File: src/rtl/upd_pkg.sv
// shared types, constants and hex helper for the url percent decoder
package upd_pkg;

   localparam logic [7:0] CH_PERCENT = 8'h25;
   localparam logic [7:0] CH_PLUS    = 8'h2B;
   localparam logic [7:0] CH_SPACE   = 8'h20;
   localparam logic [4:0] HEX_LETTER_BASE = 5'd10;
   localparam logic [4:0] HEX_NONE = 5'd16;

   localparam int QUEUE_DEPTH = 2;
   localparam int QPTR_W = (QUEUE_DEPTH > 1) ? $clog2(QUEUE_DEPTH) : 1;
   localparam int QCNT_W = $clog2(QUEUE_DEPTH + 1);

   // results of one item, count is 1 to 3
   typedef struct packed {
      logic [7:0] byte0;
      logic [7:0] byte1;
      logic [7:0] byte2;
      logic [1:0] count;
      logic       last;
   } upd_job_type;

   // digit value in the low four bits, bit 4 set when not a hex digit
   function automatic logic [4:0] hex_value(input logic [7:0] b);
      logic [4:0] v;
      v = HEX_NONE;
      if (b >= 8'h30 && b <= 8'h39) begin
         v = 5'(b - 8'h30);
      end else if (b >= 8'h61 && b <= 8'h66) begin
         v = 5'(b - 8'h61) + HEX_LETTER_BASE;
      end else if (b >= 8'h41 && b <= 8'h46) begin
         v = 5'(b - 8'h41) + HEX_LETTER_BASE;
      end
      return v;
   endfunction

endpackage

File: src/rtl/upd_front.sv
// front end: accepts input bytes, tracks pending escape and builds result jobs
module upd_front (
   input  logic                clock,
   input  logic                reset,
   input  logic                req_valid,
   output logic                req_ready,
   input  logic [7:0]          req_byte,
   input  logic                req_last,
   input  logic                q_full,
   output logic                push,
   output upd_pkg::upd_job_type push_job
);
   import upd_pkg::*;

   localparam logic [1:0] PEND_NONE = 2'd0;
   localparam logic [1:0] PEND_PCT  = 2'd1;
   localparam logic [1:0] PEND_HEX  = 2'd2;

   logic [1:0] pend_ff, pend_in;
   logic [7:0] pbyte_ff, pbyte_in;
   logic       accept;
   logic [4:0] hb, hp;
   logic       b_hex;
   logic       fpend;
   logic [7:0] fbyte;
   upd_job_type job;

   assign req_ready = !q_full;
   assign accept = req_valid && req_ready;

   always_comb begin
      hb = hex_value(req_byte);
      hp = hex_value(pbyte_ff);
      b_hex = !hb[4];
      fpend = (req_byte == CH_PERCENT) && !req_last;
      fbyte = (req_byte == CH_PLUS) ? CH_SPACE : req_byte;
      job.byte0 = CH_PERCENT;
      job.byte1 = pbyte_ff;
      job.byte2 = fbyte;
      job.count = 2'd0;
      job.last = req_last;
      pend_in = PEND_NONE;
      pbyte_in = pbyte_ff;
      unique case (pend_ff)
         PEND_PCT: begin
            if (b_hex) begin
               if (req_last) begin
                  job.byte1 = req_byte;
                  job.count = 2'd2;
               end else begin
                  pend_in = PEND_HEX;
                  pbyte_in = req_byte;
               end
            end else begin
               job.byte1 = fbyte;
               job.count = fpend ? 2'd1 : 2'd2;
               pend_in = fpend ? PEND_PCT : PEND_NONE;
            end
         end
         PEND_HEX: begin
            if (b_hex) begin
               job.byte0 = {hp[3:0], hb[3:0]};
               job.count = 2'd1;
            end else begin
               job.count = fpend ? 2'd2 : 2'd3;
               pend_in = fpend ? PEND_PCT : PEND_NONE;
            end
         end
         default: begin
            job.byte0 = fbyte;
            job.count = fpend ? 2'd0 : 2'd1;
            pend_in = fpend ? PEND_PCT : PEND_NONE;
         end
      endcase
   end

   assign push = accept && (job.count != 2'd0);
   assign push_job = job;

   always_ff @(posedge clock) begin
      if (reset) begin
         pend_ff <= PEND_NONE;
         pbyte_ff <= 8'd0;
      end else if (accept) begin
         pend_ff <= pend_in;
         pbyte_ff <= pbyte_in;
      end
   end

endmodule

File: src/rtl/upd_queue.sv
// short job queue between front and back ends
module upd_queue (
   input  logic                 clock,
   input  logic                 reset,
   input  logic                 push,
   input  upd_pkg::upd_job_type push_job,
   input  logic                 pop,
   output upd_pkg::upd_job_type pop_job,
   output logic                 q_valid,
   output logic                 q_full
);
   import upd_pkg::*;

   upd_job_type       mem_ff [QUEUE_DEPTH];
   logic [QPTR_W-1:0] wptr_ff, rptr_ff;
   logic [QCNT_W-1:0] cnt_ff;

   function automatic logic [QPTR_W-1:0] next_ptr(input logic [QPTR_W-1:0] p);
      return (p == QPTR_W'(QUEUE_DEPTH - 1)) ? '0 : p + 1'b1;
   endfunction

   assign q_valid = (cnt_ff != '0);
   assign q_full = (cnt_ff == QCNT_W'(QUEUE_DEPTH));
   assign pop_job = mem_ff[rptr_ff];

   always_ff @(posedge clock) begin
      if (push) begin
         mem_ff[wptr_ff] <= push_job;
      end
   end

   always_ff @(posedge clock) begin
      if (reset) begin
         wptr_ff <= '0;
         rptr_ff <= '0;
         cnt_ff <= '0;
      end else begin
         if (push) wptr_ff <= next_ptr(wptr_ff);
         if (pop) rptr_ff <= next_ptr(rptr_ff);
         if (push && !pop) cnt_ff <= cnt_ff + 1'b1;
         else if (pop && !push) cnt_ff <= cnt_ff - 1'b1;
      end
   end

   a_no_overflow: assert property (@(posedge clock) disable iff (reset)
      push |-> (!q_full || pop))
      else $error("queue push while full");

   a_no_underflow: assert property (@(posedge clock) disable iff (reset)
      pop |-> q_valid)
      else $error("queue pop while empty");

   a_count_range: assert property (@(posedge clock) disable iff (reset)
      cnt_ff <= QCNT_W'(QUEUE_DEPTH))
      else $error("queue count out of range");

   a_job_count_nonzero: assert property (@(posedge clock) disable iff (reset)
      push |-> (push_job.count != 2'd0))
      else $error("empty job pushed");

endmodule

File: src/rtl/upd_back.sv
// back end: holds one job and emits its result bytes one per cycle while rsp_ready is high
module upd_back (
   input  logic                 clock,
   input  logic                 reset,
   input  logic                 q_valid,
   input  upd_pkg::upd_job_type pop_job,
   output logic                 pop,
   output logic                 rsp_valid,
   input  logic                 rsp_ready,
   output logic [7:0]           rsp_byte,
   output logic                 rsp_run_end,
   output logic                 rsp_string_end
);
   import upd_pkg::*;

   upd_job_type job_ff;
   logic [1:0]  idx_ff;
   logic        valid_ff;
   logic        run_end;
   logic        done;

   assign run_end = (idx_ff == job_ff.count - 2'd1);
   assign done = valid_ff && rsp_ready && run_end;
   assign pop = q_valid && (!valid_ff || done);

   always_comb begin
      case (idx_ff)
         2'd0: rsp_byte = job_ff.byte0;
         2'd1: rsp_byte = job_ff.byte1;
         default: rsp_byte = job_ff.byte2;
      endcase
   end

   assign rsp_valid = valid_ff;
   assign rsp_run_end = run_end;
   assign rsp_string_end = run_end && job_ff.last;

   always_ff @(posedge clock) begin
      if (pop) begin
         job_ff <= pop_job;
      end
   end

   always_ff @(posedge clock) begin
      if (reset) begin
         valid_ff <= 1'b0;
         idx_ff <= 2'd0;
      end else if (pop) begin
         valid_ff <= 1'b1;
         idx_ff <= 2'd0;
      end else if (done) begin
         valid_ff <= 1'b0;
         idx_ff <= 2'd0;
      end else if (valid_ff && rsp_ready) begin
         idx_ff <= idx_ff + 2'd1;
      end
   end

endmodule

File: src/rtl/url_percent_decoder.sv
// top level of the url percent decoder
//
// input channel req_*: one raw byte per item, req_last on the final byte of
// a string. result channel rsp_*: one decoded byte per item, rsp_run_end on
// the last result caused by an input item, rsp_string_end on the final
// decoded byte of the string. both channels use valid/ready.
// the front end decodes '%' escapes and '+' and holds a pending '%' and one
// pending hex digit; it builds a job of one to three result bytes per input
// (none while an escape is still pending). a two-entry job queue sits
// between it and the back end, which emits the job's bytes one per cycle
// while the receiver is ready. the first result of an item is registered
// in the queue and then in the back end's job register. throughput: one
// input per cycle while each gives at most one result and the receiver
// is ready; a string end or a broken escape gives up to three results,
// which leave one at a time through the single output port of the back end.
// reset clears pending state, the queue and the output. when the receiver
// stalls, results hold, the queue fills and req_ready drops when it is full.
module url_percent_decoder (
   input  logic       clock,
   input  logic       reset,
   input  logic       req_valid,
   output logic       req_ready,
   input  logic [7:0] req_byte,
   input  logic       req_last,
   output logic       rsp_valid,
   input  logic       rsp_ready,
   output logic [7:0] rsp_byte,
   output logic       rsp_run_end,
   output logic       rsp_string_end
);
   import upd_pkg::*;

   logic        push;
   logic        pop;
   logic        q_valid;
   logic        q_full;
   upd_job_type push_job;
   upd_job_type pop_job;

   upd_front u_front (
      .clock     (clock),
      .reset     (reset),
      .req_valid (req_valid),
      .req_ready (req_ready),
      .req_byte  (req_byte),
      .req_last  (req_last),
      .q_full    (q_full),
      .push      (push),
      .push_job  (push_job)
   );

   upd_queue u_queue (
      .clock    (clock),
      .reset    (reset),
      .push     (push),
      .push_job (push_job),
      .pop      (pop),
      .pop_job  (pop_job),
      .q_valid  (q_valid),
      .q_full   (q_full)
   );

   upd_back u_back (
      .clock          (clock),
      .reset          (reset),
      .q_valid        (q_valid),
      .pop_job        (pop_job),
      .pop            (pop),
      .rsp_valid      (rsp_valid),
      .rsp_ready      (rsp_ready),
      .rsp_byte       (rsp_byte),
      .rsp_run_end    (rsp_run_end),
      .rsp_string_end (rsp_string_end)
   );

endmodule

File: config.mk
export PLATFORM = sky130hd
export DESIGN_NAME = url_percent_decoder
export DESIGN_NICKNAME = d
export VERILOG_FILES = /design/src/rtl/upd_pkg.sv /design/src/rtl/upd_front.sv /design/src/rtl/upd_queue.sv /design/src/rtl/upd_back.sv /design/src/rtl/url_percent_decoder.sv
export SDC_FILE = /design/constraint.sdc
export NUM_CORES = 1
export LEC_CHECK = 0
export BUFFER_PORTS_ARGS = -buffer_cell sky130_fd_sc_hd__buf_2
export CAP_MARGIN = 5
export CORE_MARGIN = 4
export CORE_UTILIZATION = 45
export CTS_CLUSTER_SIZE = 30
export DETAILED_ROUTE_END_ITERATION = 16
export PLACE_DENSITY = 0.73
export SLEW_MARGIN = 20
export SYNTH_ARGS = -nofsm -noshare
export SYNTH_HDL_FRONTEND = slang
export SYNTH_HIERARCHICAL = 1
export SYNTH_SLANG_ARGS = --single-unit
File: constraint.sdc
create_clock -name clock -period 4.1 [get_ports clock]
set_clock_uncertainty 0.1 [all_clocks]
set_input_delay 0.205 -clock clock [delete_from_list [all_inputs] [get_ports clock]]
set_output_delay 0.205 -clock clock [all_outputs]
set_load 0.05 [all_outputs]
# Word level (Yosys, flattened, before mapping)
# Memories as Yosys holds them, arrays and structs flattened. A register that Yosys moved wholly into a read port is not among the register bits.
# Cells that the tools add are included.
[totals]
regBits = 17
rom_bits = 0
n_memories = 1
ram_bits = 54
latchBits = 0
word_cells = 106
[op_classes]
n_div = 0
shifts = 0
bitwise_logic = 2
n_reduce_logical = 28
n_eq_ne = 7
mul = 0
addsub = 16
mux = 33
order_cmp = 12
[memory_table]
columns = ["name", "depth", "word_bits", "read_ports", "rd_clocked_by_memory_dff", "write_ports", "line", "rtl"]
rows = [
  ["u_queue.mem_ff", 2, 27, 1, 1, 1, "upd_queue.sv:14", "upd_job_type mem_ff [QUEUE_DEPTH];"],
]
[op_table]
columns = ["cell", "n"]
rows = [
  ["two-way mux 8 bit", 5],
  [">= comparator 8 x 7 -> 1 bit, second input constant", 4],
  ["less-or-equal comparator 8 x 7 -> 1 bit, second input constant", 4],
  ["one-hot mux 8 bit (2 select lines)", 2],
  ["two-way mux 2 bit", 9],
  ["== test 8 x 6 -> 1 bit, second input constant", 2],
  [">= comparator 8 x 6 -> 1 bit, second input constant", 2],
  ["less-or-equal comparator 8 x 6 -> 1 bit, second input constant", 2],
  ["logical AND 1 bit", 15],
  ["two-way mux 5 bit", 3],
  ["two-way mux 4 bit", 3],
  ["subtractor 4 x 1 -> 4 bit, second input constant", 3],
  ["adder 5 x 4 -> 5 bit, second input constant", 2],
  ["subtractor 5 x 1 -> 5 bit, second input constant", 2],
  ["two-way mux 1 bit", 9],
  ["adder 4 bit, second input constant", 2],
  ["one-hot mux 2 bit (2 select lines)", 2],
  ["nonzero test 2 bit", 4],
  ["logical NOT 1 bit", 5],
  ["subtractor 5 bit, second input constant", 1],
  ["adder 2 x 1 -> 2 bit, second input constant", 2],
  ["== test 2 x 1 -> 1 bit, second input constant", 2],
  ["== test 2 bit, second input constant", 2],
  ["AND reduction 4 bit", 1],
  ["other kinds (7)", 10],
]

# Longest topological paths before layout
# Gate-level depths: netlist (run 1).
[logic_depth]
depth_word = 13
ltp_mapped = 10
depth_no_buf = 10

# By module
# Netlist (run 1), hierarchy kept.
[modules_own_cells]
columns = ["mod", "n_inst", "cells_per_inst", "area_each_um2"]
rows = [
  ["upd_queue", 1, 106, 2163.3],
  ["upd_front", 1, 152, 1171.1],
  ["upd_back", 1, 78, 1162.4],
]

# Least setup slack after synthesis (run 1)
# No wires, ideal clock.
[synth_timing]
path_kind = "reg2reg"
from = "register u_queue.cnt_ff[0]"
to = "memory u_queue/mem_ff[0][0] (netlist bit) (enable)"
setup_ns = 0.414
setup_slack_ns = 0.821
arrival_ns = 2.764
path_stages_with_launch = 6
synth_period_minus_slack_ns = 3.279
path_cell_list = "dfxtp_1 > and2b_2 > inv_1 > nand2_1 > o221ai_1 > nor2b_1"
[synth_via]
elab_chain_cells = 6
[synth_lines]
columns = ["element", "line", "rtl"]
rows = [
  ["start: declaration", "upd_queue.sv:16", "logic [QCNT_W-1:0] cnt_ff;"],
  ["start signal: assignment", "upd_queue.sv:40", "if (push && !pop) cnt_ff <= cnt_ff + 1'b1;"],
  ["start signal: assignment", "upd_queue.sv:41", "else if (pop && !push) cnt_ff <= cnt_ff - 1'b1;"],
  ["== test 2 bit", "upd_queue.sv:23", "assign q_full = (cnt_ff == QCNT_W'(QUEUE_DEPTH));"],
  ["named net q_full", "url_percent_decoder.sv:36", "logic q_full;"],
  ["logical NOT 1 bit", "upd_front.sv:28", "assign req_ready = !q_full;"],
  ["named net req_ready", "url_percent_decoder.sv:22", "output logic req_ready,"],
  ["logical AND 1 bit", "upd_front.sv:29", "assign accept = req_valid && req_ready;"],
  ["logical AND 1 bit", "upd_front.sv:77", "assign push = accept && (job.count != 2'd0);"],
  ["named net push", "url_percent_decoder.sv:33", "logic push;"],
  ["two-way mux 1 bit", "upd_queue.sv:27", "if (push) begin"],
  ["two-way mux 1 bit (implied by the code)", "upd_queue.sv:28", "mem_ff[wptr_ff] <= push_job;"],
  ["end: declaration", "upd_queue.sv:14", ""],
]
# The timed path passes the listed nets, and every way through them passes these cells.

# Final worst setup path (run 1)
[layout_timing]
from = "input req_byte[7]"
to = "register u_queue.cnt_ff[1]"
[layout_via]
elab_chain_cells = 12
word_cells_on_any_way = 27
[layout_lines]
columns = ["element", "line", "rtl"]
rows = [
  ["start: declaration", "url_percent_decoder.sv:23", "input logic [7:0] req_byte,"],
  [">= comparator 8 x 7 -> 1 bit or less-or-equal comparator 8 x 7 -> 1 bit (tied branches)", "upd_pkg.sv:31", "end else if (b >= 8'h41 && b <= 8'h46) begin"],
  ["logical AND 1 bit", "upd_pkg.sv:31", ""],
  ["two-way mux 5 bit", "upd_pkg.sv:31", ""],
  ["two-way mux 5 bit", "upd_pkg.sv:29", "end else if (b >= 8'h61 && b <= 8'h66) begin"],
  ["two-way mux 5 bit", "upd_pkg.sv:27", "if (b >= 8'h30 && b <= 8'h39) begin"],
  ["two-way mux 2 bit, on equally long branches", "upd_front.sv:61, upd_front.sv:46", ""],
  ["one-hot mux 2 bit (2 select lines) (*)", "upd_front.sv:44", "unique case (pend_ff)"],
  ["nonzero test 2 bit (*)", "upd_front.sv:77", ""],
  ["logical AND 1 bit (*)", "upd_front.sv:77", ""],
  ["named net push", "url_percent_decoder.sv:33", ""],
  ["logical NOT 1 bit", "upd_queue.sv:41", ""],
  ["logical AND 1 bit", "upd_queue.sv:41", ""],
  ["nonzero test 2 bit (no line)", "-", ""],
]
# Mark *: on every way through the listed nets, which the timed path passes. The rest lies on a longest branch.
# A chain may end at the register's enable or synchronous reset.

==> qor.csv, run 1 <==
metric;value;unit
status;complete, no violations;
startpoint;req_byte[7];
grtUsageTotal;14.64;%
grt_pass1_vias;2584;
vias;2656;
crit_type;in -> reg;
placed_area;4735;um^2
clkTransAtPathRegs;0.10;ns
cts_resized;0;
num_io_pins;25;
core_area;9774;um^2
die_w;108.0;um
max_slew.worst_pin.slew;0.7105;ns
multi_input_area;1558;um^2
register_area;2793;um^2
grt-ovfl-total;0;
antenna_found_initial;0;
rsz0062_at_grt;no;
synth-seq-area-share;62.10;%
antenna_left;0;
finalHoldViolCount;0;
power.total;0.002856;W
period_minus_slack;2.964;ns
avgViaCountPerCell;5.301;
setup_tns;0;ns
tritoncts;yes;
min_period_over_period;72.30;%
route.final.wire_length;7965;um
drv_cap;0;
synth_most_common_cell;edfxtp_1;
die_area;11660;um^2
grt_pass1_wl;13190;um
fmax;337.3;MHz
syn_nets;360;
rr_worst_depth;8;
synthArstFlopShare;0;%
clk_path_buf_depth;2;
endpoint;u_queue/cnt_ff[1];
cts.root.buffer_cell;clkbuf_8;
leakagePower;1.734;nW
power_density;576.3;nW/um^2
hpwl;5497;um
cts-buffers-inserted;9;
synth_ff_type;edfxtp_1;
grt_max_degree;30;
setup_violations;0;
r2r-start;u_back/job_ff[2];
synth_top_area_share;54.09;%
dr.first_iter.drc_count;170;
cp.required;4.30;ns
rows;36;
die_h;108.0;um
nets;387;
synthesis.area;4497;um^2
cp_max_fo;7;
hold-path-cell-count;1;
syn_area_per_cell;13.38;um^2
synth-seq-cells;99;
ys_top_cells_by_count;edfxtp_1, nand2_1, mux2_2;
ys_types;54;
synth.area.top_cells;edfxtp_1, mux2_2, dfxtp_1, nand2_1, ha_1;
portBuffers;24;
worstHoldPathType;in -> reg;
clock-sinks;99;
reg2reg_to;u_queue/cnt_ff[1];
fin_area;4956;um^2
start_util;46.01;%
ys_warn_count;6;
clock_latency;0.37;ns
netlist_instances;336;
drive_above_1_share;24.73;%
cts_setup_buffers;0;
worstPathArrival;3.17;ns
relSlewSlack;52.64;%
endpoint_kind;register;
drc;0;
wl_per_cell;15.90;um
nFillCells;845;
synth_edf_count;81;
final_max_slew_viol_count;0;
yosys.area.top_type;edfxtp_1;
ff2ff_setup_slack;1.50;ns
area_delta_synth_final;10.21;%
startpoint_type;primary input;
cts_hold_buf;3;
place_congestion;0.9326;
htreeDepth;3;
vdd_drop_max;251.8;uV
antenna_cells;0;
drt_first_pass_iters;4;
-- critical path: stages --
cell and delay (ns):
dlygate4sd3_1 0.53, buf_2 0.16, or4b_4 0.56, a221o_2 0.37
a21oi_1 0.24, o221ai_1 0.23, ha_1 0.38, or3_1 0.35
a21oi_1 0.14
-- placed cells by master (no fill, tap or decap), drive strengths merged, types with 11 or more instances in the layout --
master,netlist,final
buf,7,29
dfxtp,18,18
edfxtp,81,81
ha,11,11
inv,16,20
mux2,36,36
nand2,38,38
nor2,14,14
o21ai,12,12
-- stage by stage --
| step | worst slack [ns] | instances | util (%) | hold WS [ns] |
|---|---|---|---|---|
| 5_1_grt | 1.003 | 501 | 50.70 | 0.02042 |
| 2_1_floorplan | 0.8215 | 336 | - | 0.1741 |
| 3_5_place_dp | 1.325 | 482 | 48.44 | 0.3587 |
| 3_3_place_gp | 1.370 | 482 | 48.44 | 0.3491 |
| 4_1_cts | 1.160 | 501 | 50.70 | 0.01732 |
| 6_report | 1.136 | 501 | 50.70 | 0.02606 |
-- routing by layer --
metal / wire [um] / share of wire [%] / track usage (%) / vias to the layer above
met5: 0 / 0 / 0 / -
met4: 144 / 1.8 / 6.222 / 0
met3: 210 / 2.6 / 2.627 / 12
met2: 3743 / 47 / 22.82 / 39
met1: 3866 / 49 / 20.23 / 1293
li1: - / - / - / 1312
-- area by class of cell --
type | instances | share of cell area (%)
clock buffer | 9 | 2.499
inverter | 16 | 1.212
multi-input combinational | 205 | 31.43
sequential | 99 | 56.35
timing repair buffer | 32 | 3.787
tap | 133 | 3.358
clock inverter | 7 | 1.363
-- flip-flops by register name, summed over array words and instances (netlist names), named ones only --
name and flops:
u_back/job_ff 27, u_queue/wptr_ff 1, u_front/pend_ff 2, u_back/rsp_valid 1
u_queue/mem_ff 54, u_queue/cnt_ff 2, u_queue/rptr_ff 1, u_front/pbyte_ff 8
u_back/idx_ff 2
-- kinds of logic after synthesis --
logic type      share of synthesized area, %
fa+ha+maj                              3.061
flops                                  62.10
buf+inv                                3.311
simple gates                           10.18
xor+xnor                              0.9740
compound gates                         9.405
mux                                    10.96
-- report_power, final --
group          leakage [nW]  switching, W  internal (W)  total, W
sequential            0.905     0.0000607       0.00137   0.00143
combinational         0.733      0.000558      0.000260  0.000818
clock                0.0958      0.000367      0.000237  0.000604
total                  1.73      0.000986       0.00187   0.00286
-- worst min-delay path by stage --
stage / to / slack (ns) / start
after floorplan: u_front/pend_ff[0] / 0.17 / reset
after global placement: u_back/rsp_valid / 0.35 / rsp_ready
after detailed placement: u_back/rsp_valid / 0.36 / rsp_ready
after CTS: u_queue/mem_ff[0][8] / 0.02 / req_byte[5]
after global routing: u_queue/mem_ff[0][8] / 0.02 / req_byte[5]
final: u_queue/mem_ff[0][8] / 0.03 / req_byte[5]
No activity file was read; power rests on OpenSTA's default activity.
==> run 2, diff against run 1 <==
--- a/config.mk
+++ b/config.mk
@@ -5,6 +5,7 @@
 export SDC_FILE = /design/constraint.sdc
 export NUM_CORES = 1
 export LEC_CHECK = 0
+export ABC_AREA = 1
 export BUFFER_PORTS_ARGS = -buffer_cell sky130_fd_sc_hd__buf_2
 export CAP_MARGIN = 5
 export CORE_MARGIN = 4
==> constraint.sdc (replaced) <==
create_clock -name clock -period 3 [get_ports clock]
set_clock_uncertainty 0.1 [all_clocks]
set_input_delay 0.15 -clock clock [delete_from_list [all_inputs] [get_ports clock]]
set_output_delay 0.15 -clock clock [all_outputs]
set_load 0.05 [all_outputs]
==> run 2 against run 1 <==
Effect of this change: clock-buffer cell count unchanged; sequential power up 43%; setup slack lost 0.70 ns; via count is 11% higher; sequential share of layout area down 2.6 points; power rose by 53%; area after synthesis increased by 4.6%; die area is 4.3% higher; routed wire length increased by 1.9%.
==> qor.csv, run 2 <==
metric;value;unit;change
num_io_pins;25;;unchanged
largestRegisters;u_queue/mem_ff x54, u_back/job_ff x27, u_front/pbyte_ff x8;;unchanged
ys_top_cells_by_count;nand2_1, edfxtp_1, inv_1;;was edfxtp_1, nand2_1, mux2_2
nFillCells;879;;was 845
synth_edf_count;81;;unchanged
finalHoldViolCount;0;;unchanged
yosys.area.top_type;edfxtp_1;;unchanged
drive_above_1_share;22.94;%;was 24.73%
grt_max_degree;29;;was 30
place_congestion;0.9038;;was 0.9326
tritoncts;yes;;unchanged
relSlewSlack;68.22;%;was 52.64%
final_max_slew_viol_count;0;;unchanged
cp.required;2.92;ns;was 4.30 ns
die_h;110.2;um;was 108.0 um
rsz0062_at_grt;no;;unchanged
start_util;45.98;%;was 46.01%
crit_slowest_cell;ha_1;;was or4b_4
top_register;u_queue/mem_ff;;unchanged
antenna_cells;0;;unchanged
status;complete, no violations;;unchanged
die_area;12150;um^2;was 11660 um^2
endpoint_kind;register;;unchanged
drv_cap;0;;unchanged
grt-ovfl-total;0;;unchanged
cts-buffers-inserted;9;;unchanged
clkTransAtPathRegs;0.09;ns;was 0.10 ns
cp_max_fo;26;;was 7
hpwl;5873;um;was 5497 um
grt_pass1_wl;13710;um;was 13190 um
vdd_drop_max;409.5;uV;was 251.8 uV
fmax;389.7;MHz;
power_density;839.0;nW/um^2;was 576.3 nW/um^2
netlist_instances;413;;was 336
setup_violations;0;;unchanged
placed_cells;563;;was 482
grtUsageTotal;14.73;%;was 14.64%
cp_num_buf_inv;6;;was 2
core_area;10230;um^2;was 9774 um^2
clock-sinks;99;;unchanged
synth-seq-area-share;59.36;%;was 62.10%
crit_top_cell;inv_1;;was a21oi_1
worstPathArrival;2.49;ns;was 3.17 ns
slowest_delay;0.42;ns;was 0.56 ns
largest_reg_flops;54;;unchanged
drc;0;;unchanged
synthesis.area;4705;um^2;was 4497 um^2
portBuffers;24;;unchanged
max_slew.worst_pin.slew;0.4767;ns;was 0.7105 ns
ys_types;38;;was 54
synth_ff_type;edfxtp_1;;unchanged
final_cells;585;;was 501
nets;468;;was 387
synthArstFlopShare;0;%;unchanged
synth-seq-cells;99;;unchanged
clock_latency;0.36;ns;was 0.37 ns
power.total;0.004357;W;was 0.002856 W
area_delta_synth_final;10.40;%;was 10.21%
synth.area.top_cells;edfxtp_1, dfxtp_1, nand2_1, mux2_4, inv_1;;was edfxtp_1, mux2_2, dfxtp_1, nand2_1, ha_1
ys_warn_count;6;;unchanged
rows;37;;was 36
syn_area_per_cell;11.39;um^2;was 13.38 um^2
worstHoldPathType;in -> reg;;unchanged
htreeDepth;3;;unchanged
synth_most_common_cell;nand2_1;;was edfxtp_1
antenna_left;0;;unchanged
grt_pass1_vias;2809;;was 2584
cp_top_family;buffers and inverters;;was compound AO/OA/AOI/OAI gates
startpoint_type;register;;was primary input
drt_first_pass_iters;5;;was 4
antenna_found_initial;0;;unchanged
dr.first_iter.drc_count;269;;was 170
period_minus_slack;2.566;ns;
crit_type;reg -> reg;;was in -> reg
final_common_cell;nand2_1;;was edfxtp_1
min_period_over_period;85.53;%;
clk_path_buf_depth;2;;unchanged
leakagePower;2.114;nW;was 1.734 nW
wl_per_cell;13.87;um;was 15.90 um
cts.root.buffer_cell;clkbuf_8;;unchanged
synth_top_area_share;51.70;%;was 54.09%
die_w;110.2;um;was 108.0 um
layout_common_cells;nand2_1, edfxtp_1, inv_1;;was edfxtp_1, nand2_1, mux2_2
syn_nets;437;;was 360
path_cells;inv_1, ha_1, inv_1, nand2_1, inv_1, nand2_1, nand3_1, nand2_1, inv_1, nand2_1, inv_1, buf_4;;was dlygate4sd3_1, buf_2, or4b_4, a221o_2, a21oi_1, o221ai_1, ha_1, or3_1, a21oi_1
cts_resized;0;;unchanged
vias;2938;;was 2656
avgViaCountPerCell;5.022;;was 5.301
setup_tns;0;ns;unchanged
route.final.wire_length;8113;um;was 7965 um
[run 2: final cells by class]
type                       instances  area (um^2)  area share [%]
clock buffer                       9        123.9           2.385
clock inverter                     7        100.1           1.927
inverter                          49        185.2           3.565
multi-input combinational        251         1612           31.03
sequential                        99         2793           53.77
tap                              136        170.2           3.276
timing repair buffer              34        210.2           4.047
[run 2: layer usage]
layer	up-vias	wire, um	GRT usage (%)
met5	-	0	0
met4	0	90	3.430
met3	9	448	3.320
met2	82	4046	24.78
met1	1391	3528	19.48
li1	1456	-	-
[run 2: kinds of logic (layout without fill, tap and decap cells)]
kind of cell	Yosys count	after routing	share of synthesized area, %
adder cells (fa/ha/maj)	11	11	2.925
buffers and inverters	63	99	6.436
AO/OA/AOI/OAI	41	41	5.585
flip-flops	99	99	59.36
XOR/XNOR	6	6	1.117
AND/OR/NAND/NOR	166	166	16.52
multiplexers	27	27	8.059
[run 2: worst register-to-register path, delay by kind of cell, from the launching register on]
family / cells / cell delay (ns)
simple gates: 5 / 0.41
buf+inv: 6 / 0.92
flops: 1 / 0.37
fa+ha+maj: 1 / 0.42
[run 2: power breakdown]
| part | switching [W] | internal (W) |
|---|---|---|
| clock | 0.000454 | 0.000477 |
| combinational | 0.000929 | 0.000453 |
| sequential | 0.000108 | 0.00194 |
[run 2: what timing repair did]
| action | CTS | global route |
|---|---|---|
| endpoints found under the hold margin | 11 | 0 |
| setup buffers | 0 | 0 |
| hold buffers | 6 | 0 |
[run 2: path summary, 6_finish.rpt]
path | from | endpoint | slack (ns) | cells after the start
hold / removal | reset | u_back/rsp_valid | 0.002 | 2
hold reg to reg | u_front/pbyte_ff[7] | u_front/pbyte_ff[7] | 0.42 | 2
setup reg to reg | u_front/pend_ff[0] | u_queue/mem_ff[1][3] | 0.43 | 12
setup / recovery | u_front/pend_ff[0] | u_queue/mem_ff[1][3] | 0.43 | 12
[run 2: stage by stage]
| stage | hold slack, ns | instance area, um^2 | utilization (%) | setup slack [ns] |
|---|---|---|---|---|
| floorplan | 0.1191 | 4705 | - | 0.02773 |
| global placement | 0.2682 | 4910 | 47.99 | 0.5839 |
| detailed placement | 0.2713 | 4910 | 47.99 | 0.4660 |
| CTS | 0.004516 | 5194 | 50.76 | 0.4457 |
| global route | 0.01839 | 5194 | 50.76 | 0.1439 |
| finish | 0.001856 | 5194 | 50.76 | 0.4340 |
==> run 3, diff against run 2 <==
--- a/config.mk
+++ b/config.mk
@@ -8,11 +8,13 @@
 export ABC_AREA = 1
 export BUFFER_PORTS_ARGS = -buffer_cell sky130_fd_sc_hd__buf_2
 export CAP_MARGIN = 5
+export CELL_PAD_IN_SITES_DETAIL_PLACEMENT = 1
+export CELL_PAD_IN_SITES_GLOBAL_PLACEMENT = 2
 export CORE_MARGIN = 4
-export CORE_UTILIZATION = 45
+export CORE_UTILIZATION = 41
 export CTS_CLUSTER_SIZE = 30
 export DETAILED_ROUTE_END_ITERATION = 16
-export PLACE_DENSITY = 0.73
+export PLACE_DENSITY = 0.9
 export SLEW_MARGIN = 20
 export SYNTH_ARGS = -nofsm -noshare
 export SYNTH_HDL_FRONTEND = slang
==> run 3 against run 2 <==
Effect of this change: global-route usage increased by 1.2 points; design area increased by 1.0%; power increased by 4.5%; largest cell class unchanged; routed wire length increased by 19%; highest routed layer unchanged; critical endpoint is now u_queue/mem_ff[1][19]; sequential share of layout area decreased by 0.54 points; largest power group unchanged.
==> qor.csv, run 3 (synthesized netlist as in run 2, its figures left out) <==
metric;value;unit;change
startpoint_type;primary input;;was register
worstPathArrival;2.51;ns;was 2.49 ns
num_io_pins;25;;unchanged
portBuffers;24;;unchanged
relSlewSlack;69.39;%;was 68.22%
start_util;42.65;%;was 45.98%
cts-buffers-inserted;9;;unchanged
vias;2933;;was 2938
clkTransAtPathRegs;0.07;ns;was 0.09 ns
cts.root.buffer_cell;clkbuf_16;;was clkbuf_8
ff2ff_setup_slack;0.62;ns;was 0.43 ns
drc;0;;unchanged
utilization;47.56;%;was 50.76%
internal-power;0.002971;W;was 0.002867 W
grtUsageTotal;15.93;%;was 14.73%
final_max_slew_viol_count;0;;unchanged
largestRegisters;u_queue/mem_ff x54, u_back/job_ff x27, u_front/pbyte_ff x8;;unchanged
antenna_cells;0;;unchanged
final_common_cell;nand2_1;;unchanged
switchingPower;0.001585;W;was 0.001491 W
r2r-start;u_front/pend_ff[0];;unchanged
max_slew.worst_pin.slew;0.4591;ns;was 0.4767 ns
route.final.wire_length;9655;um;was 8113 um
nets;467;;was 468
cts_setup_buffers;0;;unchanged
power.total;0.004556;W;was 0.004357 W
grt_pass1_wl;16150;um;was 13710 um
place_congestion;0.7756;;was 0.9038
cp_max_fo;26;;unchanged
final_cells;588;;was 585
cts_resized;0;;unchanged
hpwl;7164;um;was 5873 um
rr_worst_depth;12;;unchanged
drv_cap;0;;unchanged
dr.first_iter.drc_count;152;;was 269
area_delta_synth_final;11.52;%;was 10.40%
rsz0062_at_grt;no;;unchanged
clock_latency;0.34;ns;was 0.36 ns
status;complete, no violations;;unchanged
power_density;868.4;nW/um^2;was 839.0 nW/um^2
grt_max_degree;29;;unchanged
setup_tns;0;ns;unchanged
cp.required;2.91;ns;was 2.92 ns
die_area;13250;um^2;was 12150 um^2
pwr-share-comb;30.9;%;was 31.7%
layout_common_cells;nand2_1, edfxtp_1, inv_1;;unchanged
period_minus_slack;2.601;ns;was 2.566 ns
crit_type;in -> reg;;was reg -> reg
antenna_left;0;;unchanged
fmax;384.5;MHz;was 389.7 MHz
htreeDepth;3;;unchanged
core_area;11030;um^2;was 10230 um^2
drt_first_pass_iters;4;;was 5
swShare;34.79;%;was 34.21%
grt_pass1_vias;3163;;was 2809
vdd_drop_max;410.4;uV;was 409.5 uV
power.clock.fraction;23.9;%;was 21.4%
grt-ovfl-total;0;;unchanged
min_period_over_period;86.68;%;was 85.53%
antenna_found_initial;0;;unchanged
largest_reg_flops;54;;unchanged
pre_cts_ws;0.5798;ns;was 0.4660 ns
setup_slack;0.3995;ns;was 0.4340 ns
avgViaCountPerCell;4.988;;was 5.022
finalHoldViolCount;0;;unchanged
die_h;115.1;um;was 110.2 um
leakagePower;2.135;nW;was 2.114 nW
tritoncts;yes;;unchanged
min_to;u_front/pbyte_ff[7];;was u_back/rsp_valid
seqPwrFrac;45.2;%;was 46.9%
placed_cells;568;;was 563
drive_above_1_share;23.21;%;was 22.94%
worstHoldPathType;in -> reg;;unchanged
wl_per_cell;16.42;um;was 13.87 um
endpoint_kind;register;;unchanged
rows;38;;was 37
worstHoldStart;reset;;unchanged
clock-sinks;99;;unchanged
hold-path-cell-count;2;;unchanged
setup_violations;0;;unchanged
die_w;115.1;um;was 110.2 um
top_register;u_queue/mem_ff;;unchanged
reg2reg_to;u_queue/mem_ff[1][19];;was u_queue/mem_ff[1][3]
clk_path_buf_depth;2;;unchanged
## run 3: changes by cell type in the layout (fill, tap and decap cells not counted), sizes merged
cell	change
clkinv	-1
buf	+1
inv	+2
clkinvlp	+1
dlygate4sd3	-2
bufinv	-2
## run 3: worst max-delay path, cell delays in order
cell and delay, ns:
dlygate4sd3_1 0.53, buf_2 0.14, inv_1 0.09, ha_1 0.23
nand3b_1 0.18, nand3_1 0.13, nand2_4 0.08, nand2_2 0.10
nand2_1 0.10, nand3_1 0.10, nand2_1 0.05, inv_1 0.10
nand2_1 0.08, inv_1 0.10, buf_4 0.33
## run 3: worst max-delay path by stage
| stage | slack [ns] | to | start | cells past startpoint |
|---|---|---|---|---|
| floorplan | 0.03 | u_queue/mem_ff[0][0] | u_front/pend_ff[0] | 10 |
| global placement | 0.72 | u_queue/mem_ff[1][4] | u_front/pend_ff[0] | 12 |
| detailed placement | 0.58 | u_queue/mem_ff[1][14] | req_byte[1] | 14 |
| CTS | 0.39 | u_queue/mem_ff[1][11] | req_byte[1] | 15 |
| global route | 0.22 | u_queue/mem_ff[1][17] | req_byte[1] | 15 |
| finish | 0.40 | u_queue/mem_ff[1][19] | req_byte[1] | 15 |
## run 3: what timing repair did
action | in CTS | in global routing
endpoints found under the setup margin | 0 | 0
hold buffers | 4 | 0
endpoints found under the hold margin | 7 | 0
## run 3: power groups by stage
stage	Combinational, W	Sequential, W	Clock, W
global placement	0.00137	0.00206	0
floorplan	0.00112	0.00207	0
CTS	0.00142	0.00206	0.00111
finish	0.00141	0.00206	0.00109
global route	0.00153	0.00209	0.00119
detailed placement	0.00141	0.00209	0
## run 3: layer usage
layer  wire [um]  part of all wire (%)  vias to the layer above  global-route usage, %
li1            -                     -                     1450                      -
met1        4476                    46                     1444                  21.37
met2        4835                    50                       34                  26.70
met3         245                   2.5                        5                  2.842
met4          97                   1.0                        0                  4.382
met5           0                     0                        -                      0
## run 3: area by class of cell
class	count	area (um^2)
multi-input cells	251	1612
clock buffers	9	225.2
inverters	49	185.2
repair buffers	33	197.7
flip-flops and latches	99	2793
well taps	140	175.2
clock inverters	7	58.81
fillers	1218	5784
## run 3: stage by stage
step | instance area, um^2 | hold slack (ns)
after detailed placement | 4922 | 0.2740
final | 5246 | 0.02851
after global routing | 5246 | 0.01724
after floorplan | 4705 | 0.1191
after CTS | 5246 | 0.01932
after global placement | 4922 | 0.2767
